**src/bcwe_pkg.sv**
```systemverilog
// ----------------------------------------------------------------------------
// Beacon clock warp estimator package
// Shared widths, reset values, register indexes, sequencer states and the
// control bundle of the shared divider.
// ----------------------------------------------------------------------------
package bcwe_pkg;

  // Field and register widths
  localparam int TIME_W  = 63;
  localparam int CFG_W   = 32;
  localparam int ALPHA_W = 16;
  localparam int WARP_W  = 32;
  localparam int FRAC_W  = 30;

  // Shared divider widths: 64-bit divisor, numerator carries 30 fraction bits
  localparam int DEN_W  = 64;
  localparam int NUM_W  = DEN_W + FRAC_W;
  localparam int STEP_W = $clog2(NUM_W + 1);

  // Multiplier operand and product widths
  localparam int MULA_W = ALPHA_W + 1;
  localparam int PROD_W = MULA_W + WARP_W;
  localparam int SUM_W  = PROD_W + 1;

  // Default ring depth
  localparam int RING_DEPTH_DEF = 8;

  // Reset values
  localparam logic [CFG_W-1:0]   MIN_SPACING_RST = 32'd1;
  localparam logic [CFG_W-1:0]   PERIOD_RST      = 32'd1;
  localparam logic [ALPHA_W-1:0] ALPHA_RST       = 16'd58982;
  localparam logic [WARP_W-1:0]  WARP_ONE        = 32'h4000_0000;

  // EMA constants
  localparam logic [MULA_W-1:0] ALPHA_FULL = 17'h1_0000;
  localparam logic [SUM_W-1:0]  EMA_ROUND  = 50'd32768;

  // Configuration register indexes
  localparam int CFG_IDX_W = 2;
  typedef enum logic [CFG_IDX_W-1:0] {
    CFG_MIN_SPACING = 2'd0,
    CFG_PERIOD      = 2'd1,
    CFG_ALPHA       = 2'd2
  } cfg_idx_t;

  // Sequencer states
  typedef enum logic [3:0] {
    ST_IDLE,
    ST_CHECK,
    ST_SPAN,
    ST_LOAD_RND,
    ST_DIV_RND,
    ST_LOAD_RATIO,
    ST_DIV_RATIO,
    ST_EMA_MUL0,
    ST_EMA_MUL1,
    ST_EMA_SUM,
    ST_DONE
  } state_t;

  // Divider control bundle
  typedef struct packed {
    logic              load;
    logic [STEP_W-1:0] steps;
  } div_ctrl_t;

endpackage

```
**src/bcwe_divider.sv**
```systemverilog
// ----------------------------------------------------------------------------
// Shared restoring divider
// Shifts the numerator in MSB first, one quotient bit per cycle, for a
// programmable number of steps. Keeps the remainder and the low quotient bits.
// ----------------------------------------------------------------------------
module bcwe_divider
  import bcwe_pkg::*;
(
  input  logic              clk,
  input  logic              rst_n,
  input  div_ctrl_t         ctrl,
  input  logic [NUM_W-1:0]  num_in,
  input  logic [DEN_W-1:0]  den_in,
  output logic              busy,
  output logic [WARP_W-1:0] quo,
  output logic [DEN_W-1:0]  rem
);

  logic [NUM_W-1:0]  num_r;
  logic [DEN_W-1:0]  den_r;
  logic [DEN_W-1:0]  rem_r;
  logic [WARP_W-1:0] quo_r;
  logic [STEP_W-1:0] cnt_r;
  logic              busy_r;

  logic [DEN_W:0]    trial;
  logic              fits;

  // Form the trial remainder for this step
  assign trial = {rem_r, num_r[NUM_W-1]};
  assign fits  = (trial >= {1'b0, den_r});

  // Control: load, count down, drop busy after the last step
  always_ff @(posedge clk) begin
    if (!rst_n) begin
      busy_r <= 1'b0;
      cnt_r  <= '0;
    end else if (ctrl.load) begin
      busy_r <= 1'b1;
      cnt_r  <= ctrl.steps;
    end else if (busy_r) begin
      cnt_r <= cnt_r - STEP_W'(1);
      if (cnt_r == STEP_W'(1)) begin
        busy_r <= 1'b0;
      end
    end
  end

  // Datapath: subtract when the divisor fits, shift in the quotient bit
  always_ff @(posedge clk) begin
    if (ctrl.load) begin
      num_r <= num_in;
      den_r <= den_in;
      rem_r <= '0;
      quo_r <= '0;
    end else if (busy_r) begin
      num_r <= {num_r[NUM_W-2:0], 1'b0};
      if (fits) begin
        rem_r <= DEN_W'(trial - {1'b0, den_r});
      end else begin
        rem_r <= trial[DEN_W-1:0];
      end
      quo_r <= {quo_r[WARP_W-2:0], fits};
    end
  end

  assign busy = busy_r;
  assign quo  = quo_r;
  assign rem  = rem_r;

endmodule

```
**src/beacon_clock_warp_estimator.sv**
```systemverilog
// Sequence: a dropped beacon, or one stored with the ring not yet full or a zero
// period, goes from the check state straight to the result; a span that rounds to zero
// periods ends after the rounding division, and a full update runs the shared
// 1-bit-per-cycle divider for 64 rounding steps, then 94 ratio steps, then the EMA.
// Throughput: one transaction at a time; the next is taken once the result leaves (out_stall low).
// Reset (synchronous) empties the ring via its valid bits, sets warp to one and defaults.
// ----------------------------------------------------------------------------
// Beacon clock warp estimator
// Stores spaced beacon timestamps in a ring and, once full, folds the ratio of
// measured to nominal span into a moving average warp factor (Q2.30).
// ----------------------------------------------------------------------------
module beacon_clock_warp_estimator
  import bcwe_pkg::*;
#(
  parameter int RING_DEPTH = RING_DEPTH_DEF
) (
  input  logic                 clk,
  input  logic                 rst_n,
  input  logic                 cfg_wr_en,
  input  logic [CFG_IDX_W-1:0] cfg_index,
  input  logic [CFG_W-1:0]     cfg_data,
  input  logic                 in_valid,
  output logic                 in_stall,
  input  logic [TIME_W-1:0]    in_beacon_time,
  output logic                 out_valid,
  input  logic                 out_stall,
  output logic                 out_accepted,
  output logic                 out_updated,
  output logic [WARP_W-1:0]    out_warp_value
);

  localparam int SLOT_W = $clog2(RING_DEPTH);
  localparam logic [SLOT_W-1:0] SLOT_LAST = SLOT_W'(RING_DEPTH - 1);

  // Configuration registers
  logic [CFG_W-1:0]   min_spacing_r;
  logic [CFG_W-1:0]   period_r;
  logic [ALPHA_W-1:0] alpha_r;

  // Sequencer and ring state
  state_t             state_r, state_nxt;
  logic [TIME_W-1:0]  ring_mem [RING_DEPTH];
  logic [RING_DEPTH-1:0] valid_r;
  logic [SLOT_W-1:0]  ws_r;
  logic [SLOT_W-1:0]  prev_slot, next_slot, rd_addr;
  logic [TIME_W-1:0]  rd_r;
  logic [TIME_W-1:0]  t_r;

  // Arithmetic registers
  logic [DEN_W-1:0]   span_r;
  logic [DEN_W-1:0]   dividend_r;
  logic [PROD_W-1:0]  mul_r;
  logic [PROD_W-1:0]  acc_r;
  logic [WARP_W-1:0]  warp_r;
  logic               accepted_r;
  logic               updated_r;

  // Control strobes
  logic               in_take;
  logic               mem_we;
  logic               beacon_ok;
  logic               do_update;
  logic               n_nonzero;
  logic [DEN_W-1:0]   dividend;
  logic [TIME_W-1:0]  gap;

  // Divider interface
  div_ctrl_t          div_ctrl;
  logic [NUM_W-1:0]   div_num;
  logic [DEN_W-1:0]   div_den;
  logic               div_busy;
  logic [WARP_W-1:0]  div_quo;
  logic [DEN_W-1:0]   div_rem;

  // Shared multiplier operands
  logic [MULA_W-1:0]  mul_a;
  logic [WARP_W-1:0]  mul_b;
  logic [SUM_W-1:0]   ema_sum;

  // Ring slot neighbors
  assign prev_slot = (ws_r == '0) ? SLOT_LAST : ws_r - SLOT_W'(1);
  assign next_slot = (ws_r == SLOT_LAST) ? '0 : ws_r + SLOT_W'(1);
  assign rd_addr   = (state_r == ST_CHECK) ? next_slot : prev_slot;

  // Spacing check against the previous stored beacon
  assign gap       = t_r - rd_r;
  assign beacon_ok = !valid_r[prev_slot] ||
                     ((t_r >= rd_r) && ({1'b0, gap} >= {32'd0, min_spacing_r}));
  assign do_update = valid_r[next_slot] && (period_r != '0);

  // Rounding terms
  assign dividend  = span_r + {33'd0, period_r[CFG_W-1:1]};
  assign n_nonzero = (dividend_r >= {32'd0, period_r});

  // EMA terms
  assign ema_sum   = SUM_W'(acc_r) + SUM_W'(mul_r) + EMA_ROUND;

  // Configuration writes
  always_ff @(posedge clk) begin
    if (!rst_n) begin
      min_spacing_r <= MIN_SPACING_RST;
      period_r      <= PERIOD_RST;
      alpha_r       <= ALPHA_RST;
    end else if (cfg_wr_en) begin
      unique case (cfg_index)
        CFG_MIN_SPACING: min_spacing_r <= cfg_data;
        CFG_PERIOD:      period_r      <= cfg_data;
        CFG_ALPHA:       alpha_r       <= cfg_data[ALPHA_W-1:0];
        default: ;
      endcase
    end
  end

  // Next state
  always_comb begin
    state_nxt = state_r;
    unique case (state_r)
      ST_IDLE:       if (in_valid) state_nxt = ST_CHECK;
      ST_CHECK: begin
        if (beacon_ok && do_update) state_nxt = ST_SPAN;
        else                        state_nxt = ST_DONE;
      end
      ST_SPAN:       state_nxt = ST_LOAD_RND;
      ST_LOAD_RND:   state_nxt = ST_DIV_RND;
      ST_DIV_RND:    if (!div_busy) state_nxt = ST_LOAD_RATIO;
      ST_LOAD_RATIO: state_nxt = n_nonzero ? ST_DIV_RATIO : ST_DONE;
      ST_DIV_RATIO:  if (!div_busy) state_nxt = ST_EMA_MUL0;
      ST_EMA_MUL0:   state_nxt = ST_EMA_MUL1;
      ST_EMA_MUL1:   state_nxt = ST_EMA_SUM;
      ST_EMA_SUM:    state_nxt = ST_DONE;
      ST_DONE:       if (!out_stall) state_nxt = ST_IDLE;
      default:       state_nxt = ST_IDLE;
    endcase
  end

  // Outputs and strobes
  always_comb begin
    in_stall  = 1'b1;
    out_valid = 1'b0;
    mem_we    = 1'b0;
    div_ctrl  = '{load: 1'b0, steps: '0};
    div_num   = {dividend, {FRAC_W{1'b0}}};
    div_den   = {32'd0, period_r};
    mul_a     = {1'b0, alpha_r};
    mul_b     = warp_r;
    unique case (state_r)
      ST_IDLE:  in_stall = 1'b0;
      ST_CHECK: mem_we   = beacon_ok;
      ST_LOAD_RND: begin
        div_ctrl = '{load: 1'b1, steps: STEP_W'(DEN_W)};
      end
      ST_LOAD_RATIO: begin
        div_ctrl = '{load: n_nonzero, steps: STEP_W'(NUM_W)};
        div_num  = {span_r, {FRAC_W{1'b0}}};
        div_den  = dividend_r - div_rem;
      end
      ST_EMA_MUL1: begin
        mul_a = ALPHA_FULL - {1'b0, alpha_r};
        mul_b = div_quo;
      end
      ST_DONE:  out_valid = 1'b1;
      default: ;
    endcase
  end

  assign in_take = in_valid && !in_stall;

  always_ff @(posedge clk) begin
    if (!rst_n) begin
      state_r <= ST_IDLE;
    end else begin
      state_r <= state_nxt;
    end
  end

  // Ring memory: one write, one registered read per cycle
  always_ff @(posedge clk) begin
    if (mem_we) begin
      ring_mem[ws_r] <= t_r;
    end
    rd_r <= ring_mem[rd_addr];
  end

  // Ring control: valid bits and write slot
  always_ff @(posedge clk) begin
    if (!rst_n) begin
      valid_r <= '0;
      ws_r    <= '0;
    end else if (mem_we) begin
      valid_r[ws_r] <= 1'b1;
      ws_r          <= next_slot;
    end
  end

  // Warp estimate and result flags
  always_ff @(posedge clk) begin
    if (!rst_n) begin
      warp_r     <= WARP_ONE;
      accepted_r <= 1'b0;
      updated_r  <= 1'b0;
    end else begin
      if (state_r == ST_CHECK) begin
        accepted_r <= beacon_ok;
        updated_r  <= 1'b0;
      end
      if (state_r == ST_EMA_SUM) begin
        warp_r    <= ema_sum[ALPHA_W +: WARP_W];
        updated_r <= 1'b1;
      end
    end
  end

  // Datapath registers
  always_ff @(posedge clk) begin
    if (in_take) begin
      t_r <= in_beacon_time;
    end
    if (state_r == ST_SPAN) begin
      span_r <= {1'b0, t_r} - {1'b0, rd_r};
    end
    if (state_r == ST_LOAD_RND) begin
      dividend_r <= dividend;
    end
    if (state_r == ST_EMA_MUL0 || state_r == ST_EMA_MUL1) begin
      mul_r <= mul_a * mul_b;
    end
    if (state_r == ST_EMA_MUL1) begin
      acc_r <= mul_r;
    end
  end

  // Shared divider
  bcwe_divider u_divider (
    .clk    (clk),
    .rst_n  (rst_n),
    .ctrl   (div_ctrl),
    .num_in (div_num),
    .den_in (div_den),
    .busy   (div_busy),
    .quo    (div_quo),
    .rem    (div_rem)
  );

  assign out_accepted   = accepted_r;
  assign out_updated    = updated_r;
  assign out_warp_value = warp_r;

endmodule
```
**config.mk**
```make
export PLATFORM = sky130hd
export DESIGN_NAME = beacon_clock_warp_estimator
export DESIGN_NICKNAME = d
export VERILOG_FILES = /design/src/bcwe_pkg.sv /design/src/bcwe_divider.sv /design/src/beacon_clock_warp_estimator.sv
export SDC_FILE = /design/constraint.sdc
export NUM_CORES = 2
export LEC_CHECK = 0
export BUFFER_PORTS_ARGS = -buffer_cell sky130_fd_sc_hd__buf_4
export CORE_AREA = 2 2 367 369
export CTS_BUF_LIST = sky130_fd_sc_hd__clkbuf_4
export CTS_CLUSTER_SIZE = 14
export DETAILED_ROUTE_END_ITERATION = 10
export DIE_AREA = 0 0 369 371
export PLACE_DENSITY = 0.88
export SYNTH_ARGS = -nofsm -noshare
export SYNTH_HDL_FRONTEND = slang
export SYNTH_SLANG_ARGS = --single-unit
```
**constraint.sdc**
```tcl
create_clock -name clk -period 11.3 [get_ports clk]
set_input_delay 3.39 -clock clk [delete_from_list [all_inputs] [get_ports clk]]
set_output_delay 3.39 -clock clk [all_outputs]
set_load 0.05 [all_outputs]
```
* Yosys cells after proc, flatten, opt, wreduce, memory -nomap -nowiden
Memory sizes are Yosys's and may differ from the RTL's. A register that Yosys moved wholly into a read port is not among the register bits.
Index checks and enable logic that the tools add are counted.
** Word-level totals
- Register bits :: 678
- Memory bits (writable) :: 504
- Logic and storage cells :: 115
- Memories :: 1
** Operators by class
- $add $sub $neg :: 11
- $mul :: 1
- Magnitude comparators :: 8
- Equality and inequality tests :: 18
- Multiplexer cells :: 36
- Bitwise logic cells :: 1
- Reduce and logical (&&, ||, !) cells :: 18
** Memories
- ring_mem :: depth 8, width 63, rd ports 1, clocked after memory_dff 1, wr ports 1, line beacon_clock_warp_estimator.sv:42 : logic [TIME_W-1:0] ring_mem [RING_DEPTH];
** Operator list (count)
- 94-bit two-way mux :: 3
- 64-bit subtractor :: 2
- 65-bit by 64-bit >= comparator with 1-bit output :: 1
- 64-bit by 31-bit adder with 64-bit output :: 1
- 64-bit by 32-bit >= comparator with 1-bit output :: 1
- 32-bit two-way mux :: 2
- 64-bit two-way mux :: 1
- 63-bit by 63-bit subtractor with 64-bit output :: 1
- 63-bit by 32-bit >= comparator with 1-bit output :: 1
- 63-bit >= comparator :: 1
- 63-bit subtractor :: 1
- 48-bit by 16-bit adder with 48-bit output (second input constant) :: 1
- 48-bit adder :: 1
- 17-bit by 32-bit multiplier with 48-bit output :: 1
- 4-bit one-hot mux with 11 select lines :: 1
- 32-bit nonzero test :: 1
- 4-bit two-way mux :: 6
- 17-bit two-way mux :: 1
- 17-bit by 16-bit subtractor with 17-bit output (first input constant) :: 1
- 4-bit by 3-bit equality test with 1-bit output (second input constant) :: 4
- 8-bit one-hot mux with 2 select lines :: 1
- 7-bit two-way mux :: 2
- 1-bit two-way mux :: 13
- 4-bit equality test (second input constant) :: 3
- 25 further kinds :: 42

* Logic depth before layout (Yosys ltp)
- Depth in word-level cells :: 9
- Mapped depth :: 35

* Hierarchy
From an unflattened synthesis, not the netlist that was laid out.
** Second synthesis, totals
- Cell total of the unflattened synthesis :: 7687
- Area total of the unflattened synthesis :: 81545.7 um^2
** By module, submodules not included
- beacon_clock_warp_estimator :: times used 1, cells each 6255, area an instance 67109.4 um^2
- bcwe_divider :: times used 1, cells each 1432, area an instance 14436.3 um^2

* Worst setup path before layout
No wires, ideal clock.
- Kind :: reg2reg
- Start point :: reg t_r[4]
- End point :: mem ring_mem[0][0], enable pin
- Library setup time :: 0.665 ns
- Arrival time :: 10.444 ns
- Data required time :: 10.635 ns
- Setup slack :: 0.191 ns
- Stages on the path, launching flop included :: 23
- Path buffers :: 0
- Clock period less this slack :: 11.109 ns
- Path through :: edfxtp_1 > ha_1 > a21o_1 > or3_1 > o21ai_2 > o21ai_1 > nor2b_1 > nor3_1 > o21ai_0 > a21boi_0 > o21ai_0 > xor2_1 > ha_1 > nand4_1 > nor2_1 > a21oi_1 > o211ai_1 > a2111oi_0 > o31ai_1 > a311oi_1 > nand4_1 > nor4_4 > nor4b_1
** On the way
- Longest elaborated chain between the ends :: 7
- Elaborated cells between the ends (all ways) :: 8
** RTL lines
- from (decl) :: line beacon_clock_warp_estimator.sv:47 : logic [TIME_W-1:0] t_r;
- from (signal assigned) :: line beacon_clock_warp_estimator.sv:216 : t_r <= in_beacon_time;
- 63-bit subtractor :: line beacon_clock_warp_estimator.sv:86 : assign gap = t_r - rd_r;
- via gap[23] :: line beacon_clock_warp_estimator.sv:65 : logic [TIME_W-1:0] gap;
- 63-bit by 32-bit >= comparator with 1-bit output :: line beacon_clock_warp_estimator.sv:88 : ((t_r >= rd_r) && ({1'b0, gap} >= {32'd0, min_spacing_r}));
- 1-bit logical AND :: line beacon_clock_warp_estimator.sv:88
- 1-bit logical OR :: line beacon_clock_warp_estimator.sv:87 : assign beacon_ok = !valid_r[prev_slot] ||
- 1-bit two-way mux :: line beacon_clock_warp_estimator.sv:146 : unique case (state_r)
- 1-bit two-way mux :: line beacon_clock_warp_estimator.sv:178 : if (mem_we) begin
- 1-bit two-way mux (implied by the code) :: line beacon_clock_warp_estimator.sv:179 : ring_mem[ws_r] <= t_r;
- to (decl) :: line beacon_clock_warp_estimator.sv:42
The timed path passes the listed nets, and every way through them passes these cells.

* Final worst setup path
- Start point :: reg state_r[3]
- End point :: reg mul_r[46] (data pin)
** On the way
- Longest elaborated chain between the ends :: 3
- Elaborated cells between the ends (all ways) :: 4
** RTL lines
- from (decl) :: line beacon_clock_warp_estimator.sv:41 : state_t state_r, state_nxt;
- from (signal assigned) :: line beacon_clock_warp_estimator.sv:172 : state_r <= state_nxt;
- 4-bit equality test (*) :: line beacon_clock_warp_estimator.sv:146
- 17-bit two-way mux or 32-bit two-way mux (tied branches) :: line beacon_clock_warp_estimator.sv:146
- 17-bit by 32-bit multiplier with 48-bit output (*) :: line beacon_clock_warp_estimator.sv:225 : mul_r <= mul_a * mul_b;
- to (signal assigned) :: line beacon_clock_warp_estimator.sv:225
- to (decl) :: line beacon_clock_warp_estimator.sv:52 : logic [PROD_W-1:0] mul_r;
Mark *: on every way between the ends. The rest lies on a longest branch, timed or not.
A chain may end at the register's enable or synchronous reset.

==> flow_summary_export.csv <==
group,metric,value,unit
status,status,"completed",
worst_setup_path,worst-r2r-cell-count,31,
grt,grt_pass1_wl,340,mm
clock_tree,cts_tree,"done",
sta,tightest_slew,1.29,ns
detailed_routing,drc,0,
floorplan,start_util,59.8,%
power,p_int,10900,µW
yosys,synth.distinct_cells,85,
detailed_routing,drt-total-wl,217,mm
yosys,yosysSeqAreaShare,42.2,%
yosys,synth.most_common_cell,"nand2_1",
power,swShare,42.4,%
hold_path,hold_path_class,"reg -> reg",
sta,period_share,92.2,%
floorplan,core.rowCount,134,
worst_setup_path,arrival,11.41,ns
layout,multi_input_area,41400,µm²
power,ir_drop,0.205,mV
worst_setup_path,cp_max_fo,53,
worst_setup_path,slowest_delay,0.68,ns
clock_tree,cts.root.buffer_cell,"clkbuf_4",
floorplan,coreArea,133000,µm²
hold_path,hold_start,"mul_r[31]$_DFFE_PP_",
yosys,syn_avg_cell_area,9.63,µm²
run,drv_cap,0,
sta,tns,0,ns
place,dpl.hpwl,151,mm
clock_tree,cts-resized-gates,0,
clock_tree,ctsLongestPathBuffers,4,
sta,fmax,96.0,MHz
detailed_routing,wire_per_inst,20.7,µm
grt,grt.total_usage,31.6,%
worst_setup_path,crit_path_start_kind,"flop",
hold_path,hold_depth,0,
worst_setup_path,r2r_end,"mul_r[46]$_DFFE_PP_",
detailed_routing,via_per_inst,6.07,
clock_tree,cts.clk_slew.worst_paths,0.08,ns
floorplan,io_pins,138,
grt,grt_start_max_net_pins,108,
yosys,synth_area_leaders,"edfxtp_1, fa_1, ha_1",
power,p_seq_share,32.7,%
worst_setup_path,end_kind,"flop",
yosys,ys.flop_type,"edfxtp_1",
worst_setup_path,crit_type,"reg -> reg",
power,switchingPower,8050,µW
layout,fillerInstances,9891,
yosys,synth_edf_count,919,
floorplan,fp.dieArea,137000,µm²
clock_tree,cts_setup_buffers,0,
detailed_routing,ant_nets,0,
layout,drive_gt1_share,9.43,%
sta,rsz0062_at_grt,"no",
detailed_routing,drt_first_pass_iters,6,
layout,regArea,33500,µm²
hold_path,hold_end,"acc_r[31]$_DFFE_PP_",
sta,finalClockSkew,0.148,ns
yosys,yosys_warnings,0,
yosys,synth-seq-cells,1215,
sta,slew_viol_final,0,
clock_tree,cts.sinks,1215,
place,io_buffers,137,
power,p_comb_share,46.8,%
clock_tree,worstSkewPairLatency,1.37,ns
clock_tree,htreeDepth,5,
sta,hold_viol_final,0,
power,p_total,19000,µW
worst_setup_path,crit_required,12.30,ns
grt,antenna_found_initial,4,
grt,grt_pass1_vias,63400,
sta,slew-limit-headroom,14.1,%
yosys,synthArstFlopShare,0,%
yosys,netlist_instances,8252,
floorplan,die_y,371,µm
clock_tree,numCtsBuffers,322,
sta,period_minus_slack,10.42,ns
layout,fin_nets,9491,
layout,area_delta_synth_final,8.62,%
worst_setup_path,cp_slowest_cell,"or3_2",
detailed_routing,vias,63500,
worst_setup_path,worstReg2RegStart,"state_r[3]$_SDFFE_PN0P_",
power,powerDensity,220,nW/µm²
yosys,synth_area,79500,µm²
floorplan,fp.dieW,369,µm
power,power_leakage,0.0374,µW
yosys,synth_nets,9308,
grt,overflow,0,
worst_setup_path,cpMostUsedCell,"fa_1",
yosys,synth.cells.most_frequent,"nand2_1, edfxtp_1, inv_1, a21oi_1, nor2_1",
clock_tree,postCtsHoldBufs,0,
yosys,synth_top_area_cell,"edfxtp_1",
worst_setup_path,rrSetupSlack,0.88,ns
detailed_routing,first_iter_violations,7382,
yosys,synth_top_area_share,34.7,%
power,power_frac_clock,20.5,%
sta,setup_viol,0,
place,gp_congestion,0.983,
## power by group through the flow
stage	Clock [µW]	Combinational [µW]	Sequential (µW)
6_report	3900	8890	6200
3_5_place_dp	0	8590	6260
4_1_cts	3950	8670	6180
5_1_grt	4160	9730	6250
3_3_place_gp	0	8290	6220
2_1_floorplan	0	6350	6100
## how the worst max path moves through the flow
stage | cells after the start | startpoint | end | slack [ns]
after floorplan | 22 | t_r[4]$_DFFE_PP_ | ring_mem[0][0]$_DFFE_PP_ | 0.19
after global placement | 30 | alpha_r[2]$_SDFFE_PN1P_ | mul_r[46]$_DFFE_PP_ | 1.49
after detailed placement | 30 | alpha_r[2]$_SDFFE_PN1P_ | mul_r[46]$_DFFE_PP_ | 1.18
after CTS | 30 | alpha_r[2]$_SDFFE_PN1P_ | mul_r[46]$_DFFE_PP_ | 1.15
after global routing | 30 | alpha_r[2]$_SDFFE_PN1P_ | mul_r[46]$_DFFE_PP_ | 0.55
final | 31 | state_r[3]$_SDFFE_PN0P_ | mul_r[46]$_DFFE_PP_ | 0.88
## kinds of logic (layout without fill, tap and decap cells)
| group | Yosys count | count (layout) | share of synthesized area (%) |
|---|---|---|---|
| buffers and inverters | 1271 | 1696 | 6.02 |
| flip-flops | 1215 | 1215 | 42.2 |
| adder cells (fa/ha/maj) | 954 | 954 | 19.3 |
| other | 0 | 14 | 0 |
| multiplexers | 81 | 81 | 1.03 |
| AND/OR/NAND/NOR | 2761 | 2761 | 14.9 |
| AO/OA/AOI/OAI | 1649 | 1649 | 13.0 |
| XOR/XNOR | 321 | 321 | 3.54 |
## layout make-up
class,instances,share of cell area (%)
diodes,14,0.0406
clock buffers,503,4.38
clock inverters,63,0.320
inverters,915,3.99
multi-input cells,5766,48.0
flip-flops and latches,1215,38.8
well taps,1768,2.56
repair buffers,215,1.87
## state kept, by name, summed over array words and instances, names as in the netlist
register / cells
acc_r: 48
alpha_r: 16
dividend_r: 64
min_spacing_r: 32
mul_r: 48
out_accepted: 1
out_updated: 1
out_warp_value: 32
period_r: 32
rd_r: 63
ring_mem: 504
span_r: 64
state_r: 4
t_r: 63
u_divider.busy: 1
u_divider.cnt_r: 7
u_divider.den_r: 64
u_divider.num_r: 64
u_divider.quo: 32
u_divider.rem: 64
valid_r: 8
ws_r: 3
## layer usage
layer | global-route usage, % | vias up | wire length (µm)
met4 | 15.2 | 0 | 9580
met5 | 0 | - | 0
met3 | 8.60 | 681 | 26900
met1 | 41.5 | 30200 | 83400
met2 | 48.6 | 3883 | 97100
li1 | - | 28700 | -
## per-stage QoR
stage / util, % / hold WS [ns] / std cells / instance area (µm²) / setup WS (ns)
after floorplan: - / 0.426 / 8252 / 79500 / 0.191
after global placement: 61.9 / 0.441 / 9879 / 82200 / 1.49
after detailed placement: 61.9 / 0.443 / 9879 / 82200 / 1.18
after CTS: 65.0 / 0.422 / 10400 / 86300 / 1.15
after global routing: 65.0 / 0.454 / 10500 / 86300 / 0.550
final: 65.0 / 0.432 / 10500 / 86300 / 0.885
## worst max-delay path, delay by kind of cell (launching register included)
| kind | cells | cell delay [ns] |
|---|---|---|
| fa+ha+maj | 7 | 3.56 |
| xor+xnor | 2 | 0.78 |
| flops | 1 | 0.51 |
| buf+inv | 6 | 0.95 |
| simple gates | 5 | 1.21 |
| compound gates | 11 | 3.06 |
## cells in the final DEF (no fill, tap or decap), types with 62 or more instances in the layout
cell	Yosys	final
fa_1	452	452
xnor2_1	193	185
dfxtp_1	296	295
a211oi_1	85	85
a21oi_1	578	578
nand2_1	1589	1588
nor2_1	516	515
mux2i_1	78	77
a21o_1	208	208
nand3_1	170	169
o211ai_1	95	95
buf_4	0	215
clkbuf_4	0	503
nor3_1	73	71
edfxtp_1	919	919
xor2_1	128	124
ha_1	502	502
inv_1	913	911
o21a_1	63	62
o21ai_0	299	298
(Power assumes the default switching activity.)
